--- src/hdl/hcs_pkg.sv ---
// ----------------------------------------------------------------------------
// hcs_pkg: shared types and constants for the highly composite number search
// primes, widths and the command/status structs between control and datapath
// ----------------------------------------------------------------------------
package hcs_pkg;

  localparam int unsigned LimW = 63;
  localparam int unsigned CntW = 18;
  localparam int unsigned ExpW = 7;
  localparam int unsigned PrimeW = 7;

  typedef logic [LimW-1:0] lim_t;
  typedef logic [CntW-1:0] cnt_t;
  typedef logic [ExpW-1:0] exp_t;
  typedef logic [PrimeW-1:0] prime_t;

  function automatic prime_t prime_at(input logic [4:0] idx);
    prime_t p;
    begin
      unique case (idx)
        5'd0:  p = 7'd2;
        5'd1:  p = 7'd3;
        5'd2:  p = 7'd5;
        5'd3:  p = 7'd7;
        5'd4:  p = 7'd11;
        5'd5:  p = 7'd13;
        5'd6:  p = 7'd17;
        5'd7:  p = 7'd19;
        5'd8:  p = 7'd23;
        5'd9:  p = 7'd29;
        5'd10: p = 7'd31;
        5'd11: p = 7'd37;
        5'd12: p = 7'd41;
        5'd13: p = 7'd43;
        5'd14: p = 7'd47;
        5'd15: p = 7'd53;
        5'd16: p = 7'd59;
        5'd17: p = 7'd61;
        5'd18: p = 7'd67;
        5'd19: p = 7'd71;
        default: p = 7'd2;
      endcase
      return p;
    end
  endfunction

  // controller to datapath
  typedef struct packed {
    logic start;  // load limit, reset best, push root
    logic read;   // latch the parent exponent bound for the top frame
    logic eval;   // compute the node step from the read frame
    logic commit; // write back the result of the step
  } dp_cmd_t;

  // datapath to controller
  typedef struct packed {
    logic empty;  // no live frames
    logic child;  // a child frame waits to be pushed
  } dp_sts_t;

endpackage

--- src/hdl/hcs_ram.sv ---
// ----------------------------------------------------------------------------
// hcs_ram: generic single write, single read port ram
// registered read data, contents undefined until written
// ----------------------------------------------------------------------------
module hcs_ram #(
  parameter int unsigned Width = 8,
  parameter int unsigned Depth = 16
) (
  input  logic                     clk_i,
  input  logic                     we_i,
  input  logic [$clog2(Depth)-1:0] waddr_i,
  input  logic [Width-1:0]         wdata_i,
  input  logic [$clog2(Depth)-1:0] raddr_i,
  output logic [Width-1:0]         rdata_o
);

  logic [Width-1:0] mem_q [Depth];

  always_ff @(posedge clk_i) begin
    if (we_i) begin
      mem_q[waddr_i] <= wdata_i;
    end
    rdata_o <= mem_q[raddr_i];
  end

endmodule

--- src/hdl/hcs_datapath.sv ---
// ----------------------------------------------------------------------------
// hcs_datapath: frame stack, exact bound test, product and count update
// one node step takes read, eval, commit and child push cycles
// ----------------------------------------------------------------------------
module hcs_datapath #(
  parameter int unsigned NumPrimes   = 20,
  parameter int unsigned MaxExponent = 64
) (
  input  logic             clk_i,
  input  logic             rst_ni,
  input  hcs_pkg::dp_cmd_t cmd_i,
  output hcs_pkg::dp_sts_t sts_o,
  input  hcs_pkg::lim_t    limit_i,
  output hcs_pkg::lim_t    best_number_o,
  output hcs_pkg::cnt_t    best_count_o
);
  import hcs_pkg::*;

  localparam int unsigned DepthW = $clog2(NumPrimes + 1);
  localparam int unsigned AddrW  = (NumPrimes > 1) ? $clog2(NumPrimes) : 1;
  localparam int unsigned FrameW = LimW + ExpW + CntW;

  logic [DepthW-1:0] depth_q, depth_d;
  lim_t              limit_q;
  lim_t              best_num_q;
  cnt_t              best_cnt_q;
  exp_t              parent_exp_q;   // exponent of the frame below top
  exp_t              exp_stack_q [NumPrimes];

  logic [AddrW-1:0]  top_addr;
  logic [FrameW-1:0] rd_frame, wr_frame;
  logic              we;
  logic [AddrW-1:0]  waddr;

  // eval results
  lim_t  prod_q;
  logic  prod_ok_q;
  exp_t  exp_new_q;
  cnt_t  cnt_q;
  cnt_t  base_cnt_q;  // count before this level's prime, kept in the frame
  logic  can_grow_q;
  logic [DepthW-1:0] lvl_q;

  lim_t  f_prod;
  exp_t  f_exp;
  cnt_t  f_cnt;
  exp_t  bound;
  logic [LimW+PrimeW-1:0] wide_prod;
  logic [LimW+PrimeW-1:0] wide_cnt;

  assign top_addr = AddrW'(depth_q - DepthW'(1));
  assign {f_prod, f_exp, f_cnt} = rd_frame;

  hcs_ram #(.Width(FrameW), .Depth(NumPrimes)) u_stack (
    .clk_i  (clk_i),
    .we_i   (we),
    .waddr_i(waddr),
    .wdata_i(wr_frame),
    .raddr_i(top_addr),
    .rdata_o(rd_frame)
  );

  always_comb begin
    bound = (depth_q == DepthW'(1)) ? ExpW'(MaxExponent) : parent_exp_q;
    // product fits iff product * p <= limit, exact since 63x7 bits is 70 bits
    wide_prod = (LimW+PrimeW)'(f_prod) * (LimW+PrimeW)'(prime_at(5'(top_addr)));
    wide_cnt  = (LimW+PrimeW)'(f_cnt) * (LimW+PrimeW)'(f_exp + ExpW'(2));
  end

  always_ff @(posedge clk_i) begin
    if (cmd_i.eval) begin
      prod_q     <= wide_prod[LimW-1:0];
      prod_ok_q  <= (f_exp < bound) && (wide_prod <= (LimW+PrimeW)'(limit_q));
      exp_new_q  <= f_exp + ExpW'(1);
      cnt_q      <= wide_cnt[CntW-1:0];
      base_cnt_q <= f_cnt;
      lvl_q      <= depth_q;
    end
  end

  assign can_grow_q = prod_ok_q;

  // commit: grow writes the updated frame, then pushes a child if room; no grow pops
  logic push_child_q;
  always_comb begin
    we       = 1'b0;
    waddr    = top_addr;
    wr_frame = {prod_q, exp_new_q, base_cnt_q};
    depth_d  = depth_q;
    if (cmd_i.start) begin
      we       = 1'b1;
      waddr    = '0;
      wr_frame = {LimW'(1), ExpW'(0), CntW'(1)};
      depth_d  = DepthW'(1);
    end else if (cmd_i.commit) begin
      if (!push_child_q) begin
        if (can_grow_q) begin
          we = 1'b1;
          depth_d = (lvl_q < DepthW'(NumPrimes)) ? depth_q + DepthW'(1) : depth_q;
        end else begin
          depth_d = depth_q - DepthW'(1);
        end
      end else begin
        we       = 1'b1;
        waddr    = AddrW'(lvl_q);
        wr_frame = {prod_q, ExpW'(0), cnt_q};
      end
    end
  end

  // child frame written in the cycle after the parent update
  always_ff @(posedge clk_i or negedge rst_ni) begin
    if (!rst_ni) begin
      depth_q      <= '0;
      push_child_q <= 1'b0;
    end else begin
      depth_q      <= depth_d;
      push_child_q <= cmd_i.commit && !push_child_q && can_grow_q &&
                      (lvl_q < DepthW'(NumPrimes));
    end
  end

  // exponent shadow per level supplies the parent bound without a second read
  always_ff @(posedge clk_i) begin
    if (cmd_i.start) begin
      limit_q    <= limit_i;
      best_num_q <= LimW'(1);
      best_cnt_q <= CntW'(1);
    end else if (cmd_i.commit && !push_child_q && can_grow_q) begin
      exp_stack_q[top_addr] <= exp_new_q;
      if (cnt_q > best_cnt_q || (cnt_q == best_cnt_q && prod_q < best_num_q)) begin
        best_num_q <= prod_q;
        best_cnt_q <= cnt_q;
      end
    end else if (cmd_i.commit && push_child_q) begin
      exp_stack_q[AddrW'(lvl_q)] <= '0;
    end
    if (cmd_i.read) begin
      parent_exp_q <= (depth_q > DepthW'(1)) ? exp_stack_q[AddrW'(depth_q - DepthW'(2))]
                                             : ExpW'(MaxExponent);
    end
  end

  assign sts_o.empty   = (depth_q == '0);
  assign sts_o.child   = push_child_q;
  assign best_number_o = best_num_q;
  assign best_count_o  = best_cnt_q;

endmodule

--- src/hdl/hcs_ctrl.sv ---
// ----------------------------------------------------------------------------
// hcs_ctrl: search sequencer
// accepts a limit, steps the datapath node by node, hands over the result
// ----------------------------------------------------------------------------
module hcs_ctrl (
  input  logic             clk_i,
  input  logic             rst_ni,
  input  logic             in_valid_i,
  output logic             in_ready_o,
  output logic             out_valid_o,
  input  logic             out_ready_i,
  output hcs_pkg::dp_cmd_t cmd_o,
  input  hcs_pkg::dp_sts_t sts_i
);
  import hcs_pkg::*;

  typedef enum logic [5:0] {
    StIdle   = 6'b000001,
    StRead   = 6'b000010,
    StEval   = 6'b000100,
    StCommit = 6'b001000,
    StChild  = 6'b010000,
    StDone   = 6'b100000
  } state_e;

  state_e state_q, state_d;

  always_comb begin
    state_d = state_q;
    cmd_o   = '0;
    in_ready_o  = (state_q == StIdle);
    out_valid_o = (state_q == StDone);
    unique case (state_q)
      StIdle: begin
        if (in_valid_i) begin
          cmd_o.start = 1'b1;
          state_d = StRead;
        end
      end
      StRead: begin
        if (sts_i.empty) begin
          state_d = StDone;
        end else begin
          cmd_o.read = 1'b1;
          state_d = StEval;
        end
      end
      StEval: begin
        cmd_o.eval = 1'b1;
        state_d = StCommit;
      end
      StCommit: begin
        cmd_o.commit = 1'b1;
        state_d = StChild;
      end
      StChild: begin
        // second commit cycle pushes the child frame when one was queued
        cmd_o.commit = sts_i.child;
        state_d = StRead;
      end
      StDone: begin
        if (out_ready_i) state_d = StIdle;
      end
      default: state_d = StIdle;
    endcase
  end

  always_ff @(posedge clk_i or negedge rst_ni) begin
    if (!rst_ni) begin
      state_q <= StIdle;
    end else begin
      state_q <= state_d;
    end
  end

endmodule

--- src/hdl/highly_composite_search.sv ---
// ----------------------------------------------------------------------------
// highly_composite_search: highly composite number search
// smallest number <= limit with the most divisors, by depth-first search over
// non-increasing prime exponents on a frame stack
// ----------------------------------------------------------------------------
//  channel   dir  word
//  s_axis    in   tdata[62:0] query_limit_value
//  m_axis    out  tdata[62:0] best_number, [80:63] divisor_count
//
//  each stack step, a grow or a pop, runs read, eval, commit and child push;
//  a limit is accepted, searched and then handed out, the search time set by
//  the read, update and write-back of one stack frame per step
//  reset clears control only; the stack needs no clearing
//  one limit at a time; the result holds until m_axis_tready
// ----------------------------------------------------------------------------
module highly_composite_search #(
  parameter int unsigned NumPrimes   = 20,
  parameter int unsigned MaxExponent = 64
) (
  input  logic        clk_i,
  input  logic        rst_ni,
  input  logic        s_axis_tvalid,
  output logic        s_axis_tready,
  input  logic [63:0] s_axis_tdata,  // query_limit_value[62:0]
  output logic        m_axis_tvalid,
  input  logic        m_axis_tready,
  output logic [87:0] m_axis_tdata   // best_number[62:0], divisor_count[80:63]
);
  import hcs_pkg::*;

  dp_cmd_t cmd;
  dp_sts_t sts;
  lim_t    best_num;
  cnt_t    best_cnt;

  hcs_ctrl u_ctrl (
    .clk_i      (clk_i),
    .rst_ni     (rst_ni),
    .in_valid_i (s_axis_tvalid),
    .in_ready_o (s_axis_tready),
    .out_valid_o(m_axis_tvalid),
    .out_ready_i(m_axis_tready),
    .cmd_o      (cmd),
    .sts_i      (sts)
  );

  hcs_datapath #(.NumPrimes(NumPrimes), .MaxExponent(MaxExponent)) u_dp (
    .clk_i        (clk_i),
    .rst_ni       (rst_ni),
    .cmd_i        (cmd),
    .sts_o        (sts),
    .limit_i      (s_axis_tdata[LimW-1:0]),
    .best_number_o(best_num),
    .best_count_o (best_cnt)
  );

  assign m_axis_tdata = {7'd0, best_cnt, best_num};

  a_one_op: assert property (@(posedge clk_i) disable iff (!rst_ni)
    $onehot0({cmd.start, cmd.read, cmd.eval}))
    else $error("more than one datapath command");
  a_no_overlap: assert property (@(posedge clk_i) disable iff (!rst_ni)
    !(s_axis_tready && m_axis_tvalid))
    else $error("accepting while result pending");
  a_done_empty: assert property (@(posedge clk_i) disable iff (!rst_ni)
    $rose(m_axis_tvalid) |-> sts.empty)
    else $error("result with live frames");
  a_cnt_nonzero: assert property (@(posedge clk_i) disable iff (!rst_ni)
    m_axis_tvalid |-> best_cnt != '0)
    else $error("zero divisor count");

endmodule
--- config.mk ---
export PLATFORM = sky130hd
export DESIGN_NAME = highly_composite_search
export DESIGN_NICKNAME = d
export VERILOG_FILES = /design/src/hdl/hcs_pkg.sv /design/src/hdl/hcs_ram.sv /design/src/hdl/hcs_datapath.sv /design/src/hdl/hcs_ctrl.sv /design/src/hdl/highly_composite_search.sv
export SDC_FILE = /design/constraint.sdc
export NUM_CORES = 2
export LEC_CHECK = 0
export ABC_AREA = 1
export BUFFER_PORTS_ARGS = -buffer_cell sky130_fd_sc_hd__buf_2
export CAP_MARGIN = 20
export CORE_MARGIN = 2
export CORE_UTILIZATION = 45
export CTS_CLUSTER_DIAMETER = 80
export CTS_CLUSTER_SIZE = 10
export DETAILED_ROUTE_END_ITERATION = 7
export PLACE_DENSITY_LB_ADDON = 0.08
export SLEW_MARGIN = 20
export SYNTH_ARGS = -nofsm -noshare
export SYNTH_HDL_FRONTEND = slang
export SYNTH_SLANG_ARGS = --single-unit
--- constraint.sdc ---
create_clock -name clk_i -period 11.3 [get_ports clk_i]
set_input_delay 1.13 -clock clk_i [delete_from_list [all_inputs] [get_ports clk_i]]
set_output_delay 1.13 -clock clk_i [all_outputs]
set_load 0.005 [all_outputs]
==> reports/summary.md <==
The run finished with clean final reports. The H-tree was split into 5 levels. Once detailed placement completed, the half-perimeter wirelength came to 193000 um. Final hold violation count: 0. Length of the first detailed-routing pass in iterations: 6. The synthesis-to-finish area growth is 11.5%, and the share of the synthesized area in the top cell type is 57.8%. The share of async-settable or async-resettable flops after synthesis is 0.530%. The count of pins over their slew limit came out at 0.

The critical path in this run is classified as reg -> reg. The die outline area was 244000 um2; the die extent in x was 494 um. The dominant synthesized flop cell is sky130_fd_sc_hd__edfxtp_1. Among all stages on the critical path, the largest delay is contributed by sky130_fd_sc_hd__buf_4. After technology mapping, the gate count stands at 10100.

Setup repair after global routing left no endpoint under its margin. The period utilization is 83.5%. Using the TritonRoute via totals, the vias-per-cell ratio works out to 5.53. The first global-routing pass estimated 485000 um of wire. Distinct cell type count of the synthesized netlist: 63. The final critical delay including setup and external delays works out to 9.43 ns. In the final layout, the share of cells above drive strength 1 is 7.18%. The final layout net count came out at 10903. STA puts the critical path data arrival time at 10.18 ns. The Yosys step of the flow raised 0 warnings. The most numerous cell type found on the critical path is sky130_fd_sc_hd__nand2_1.

The min-delay analysis places its worst path in the category in -> async. Clock net sink count: 2263. At the pin with the least slew margin, the transition time is 1.15 ns.

In the final routed layout, each cell accounts on average for 24.7 um. Number of vias after detailed routing: 74913. After synthesis, flip-flops and latches occupy 61.2% of the total area. Static timing analysis puts the maximum clock frequency at 106 MHz. TritonCTS built the clock tree. The post-synthesis register bit count came out at 2263.

The worst clock skew was 0.0781 ns; the number of buffers inserted during clock tree synthesis was 279. Sorting the synthesized cells by area gives the leading types as sky130_fd_sc_hd__edfxtp_1 58%, sky130_fd_sc_hd__nand2_1 8.7%, sky130_fd_sc_hd__fa_1 7.0%. In this run the worst path has a maximum fanout of 60.

The aggregate global-route resource usage is 27.0%, and the count of antenna-violating nets left after detailed routing is 0. The boundary pin count came out at 158. The via count of the first global-routing pass was 71715; the number of gates resized after cts was 0. Sorting the synthesized cells by how often they occur yields 2517 x sky130_fd_sc_hd__nand2_1, 2082 x sky130_fd_sc_hd__edfxtp_1, 1316 x sky130_fd_sc_hd__nor2_1. The initialized floorplan defines 180 standard-cell rows. The number of DRC markers after the initial detailed-route iteration is 7628. After filler insertion, the fill cell instance count of the layout stands at 21502. Buffers added to address setup during post-CTS repair amount to 0. The logs give 240000 um2 for the core footprint and 0 ns for the post-route setup TNS. For this run, design rule violations remaining after detail routing come to 0.

The worst setup path is captured at a flip-flop. The synthesized cell area came out at 108000 um2. Data on the critical path is required at its endpoint by 12.05 ns.

Counting cells, the worst reg-to-reg path comes to 36. Averaged over all synthesized cells, the footprint is 10.7 um2. The largest total area in the synthesized netlist belongs to sky130_fd_sc_hd__edfxtp_1. The clock transition at the registers of the reported paths came out at 0.06 ns.

Entering global routing, the biggest net connects 180 pins. Across the run, the number of max-cap violations was 0. The clock passes through at most 4 buffers.

On the worst path, the slowest cell contributes a delay of 0.65 ns. The tools report the routed wire length as 335000 um. Global placer's final weighted congestion: 0.917. The worst slew slack as a fraction of its limit is 23.3%, and the number of buffers added on ports is 149. The cell chosen for the clock root is sky130_fd_sc_hd__clkbuf_16. The startpoint type of the worst setup path was a flip-flop. Initial core utilization: 45.1%. In this run, post-CTS hold repair placed 0 buffers. Most frequent cell after synthesis: sky130_fd_sc_hd__nand2_1. For the total setup violations reported at the end of the flow, the log shows 0.

Number of enable-type register cells in the synthesized netlist: 2082. The die extent in y was 494 um; the initial antenna violation count was 11. Summed over all layers, the global routing overflow is 0. The later pin in the worst-skew pair is clocked with a latency of 0.95 ns.
[metal layers]
layer / wire (um) / global-route usage, % / vias up
met5: 22 / 0 / -
met4: 7160 / 6.40 / 4
met3: 29300 / 5.71 / 416
met2: 145000 / 40.0 / 2785
met1: 153000 / 40.4 / 37423
li1: - / - / 34285
[cell usage in the layout (no fill, tap or decap), types with 25 or more instances in the layout]
cell	Yosys	final
sky130_fd_sc_hd__edfxtp_1	2082	2082
sky130_fd_sc_hd__nand2_1	2517	2509
sky130_fd_sc_hd__ha_1	273	272
sky130_fd_sc_hd__buf_2	122	149
sky130_fd_sc_hd__fa_1	376	376
sky130_fd_sc_hd__o22ai_1	288	288
sky130_fd_sc_hd__nand4_1	204	204
sky130_fd_sc_hd__xor2_1	50	49
sky130_fd_sc_hd__nor2_2	5	58
sky130_fd_sc_hd__buf_12	0	26
sky130_fd_sc_hd__nand3_1	245	245
sky130_fd_sc_hd__a21oi_1	267	266
sky130_fd_sc_hd__buf_4	11	116
sky130_fd_sc_hd__clkbuf_1	335	145
sky130_fd_sc_hd__dfxtp_1	169	169
sky130_fd_sc_hd__o21ai_0	698	681
sky130_fd_sc_hd__nor2_1	1316	1240
sky130_fd_sc_hd__inv_1	854	851
sky130_fd_sc_hd__xnor2_1	43	43
sky130_fd_sc_hd__nor3_1	32	25
sky130_fd_sc_hd__nor2_4	2	25
sky130_fd_sc_hd__clkbuf_16	0	285
[final timing paths]
kind,start,endpoint,slack [ns]
max reg2reg,u_dp.depth_q[0]$_DFFE_PN0P_,u_dp.can_grow_q$_DFFE_PP_,1.87
min reg2reg,u_dp.best_number_o[16]$_SDFFE_PP0P_,u_dp.best_number_o[16]$_SDFFE_PP0P_,0.51
max,u_dp.depth_q[0]$_DFFE_PN0P_,u_dp.can_grow_q$_DFFE_PP_,1.87
min in group clk_i,s_axis_tdata[3],u_dp.limit_q[3]$_DFFE_PP_,0.40
max in group asynchronous,rst_ni,u_ctrl.state_q[0]$_DFFE_PN1P_,10.92
min,rst_ni,u_ctrl.state_q[1]$_DFFE_PN0P_,0.11
[cell type report]
cell class	instances	area (um2)	share of cell area, %
multi-input cells	6479	37200	30.8
diodes	3	7.51	0.00622
inverters	870	3300	2.73
flip-flops and latches	2263	66200	54.9
clock inverters	13	130	0.108
repair buffers	293	2160	1.79
well taps	3185	3990	3.30
clock buffers	430	7680	6.36
[sequential cells by signal, summed over array words and instances (netlist names), 5 cells and up]
| name | cells |
|---|---|
| u_dp.u_stack.mem_q | 1760 |
| u_dp.depth_q | 5 |
| u_dp.u_stack.rdata_o | 88 |
| u_dp.lvl_q | 5 |
| u_dp.prod_q | 63 |
| u_dp.base_cnt_q | 18 |
| u_dp.limit_q | 63 |
| u_dp.exp_new_q | 7 |
| u_dp.best_count_o | 18 |
| u_ctrl.state_q | 6 |
| u_dp.cnt_q | 18 |
| u_dp.parent_exp_q | 7 |
| u_dp.exp_stack_q | 140 |
| u_dp.best_number_o | 63 |
[critical path, delay by kind of cell, from the launching register on]
family | cells | cell delay [ns]
simple gates | 18 | 2.46
compound gates | 5 | 1.41
flops | 1 | 0.60
xor+xnor | 1 | 0.31
buf+inv | 5 | 1.39
fa+ha+maj | 7 | 3.00
[logic make-up (layout without fill, tap and decap cells)]
kind of cell / count (synthesis) / in the layout / share of synthesized area [%]
flops: 2263 / 2263 / 61.2
simple gates: 4359 / 4359 / 16.1
other cells: 1 / 10 / 0.00346
buf+inv: 1364 / 1606 / 4.91
compound gates: 1370 / 1370 / 6.97
xor+xnor: 94 / 94 / 0.768
fa+ha+maj: 649 / 649 / 10.1
[stage by stage]
step           util (%)  std cells  instance area [um2]  hold WS, ns  setup WS, ns
2_1_floorplan         -      10106               108000        0.407          3.29
3_5_place_dp       47.0      13086               113000        0.496          1.96
3_3_place_gp       47.0      13081               113000        0.484          1.89
5_1_grt            50.3      13535               121000       0.0796          1.40
4_1_cts            50.2      13529               120000       0.0493          1.94
6_report           50.3      13536               121000        0.106          1.87
Power is left out: the tool's default activity adds up to more than one toggle a clock period on the data nets, which glitch-free logic cannot reach.
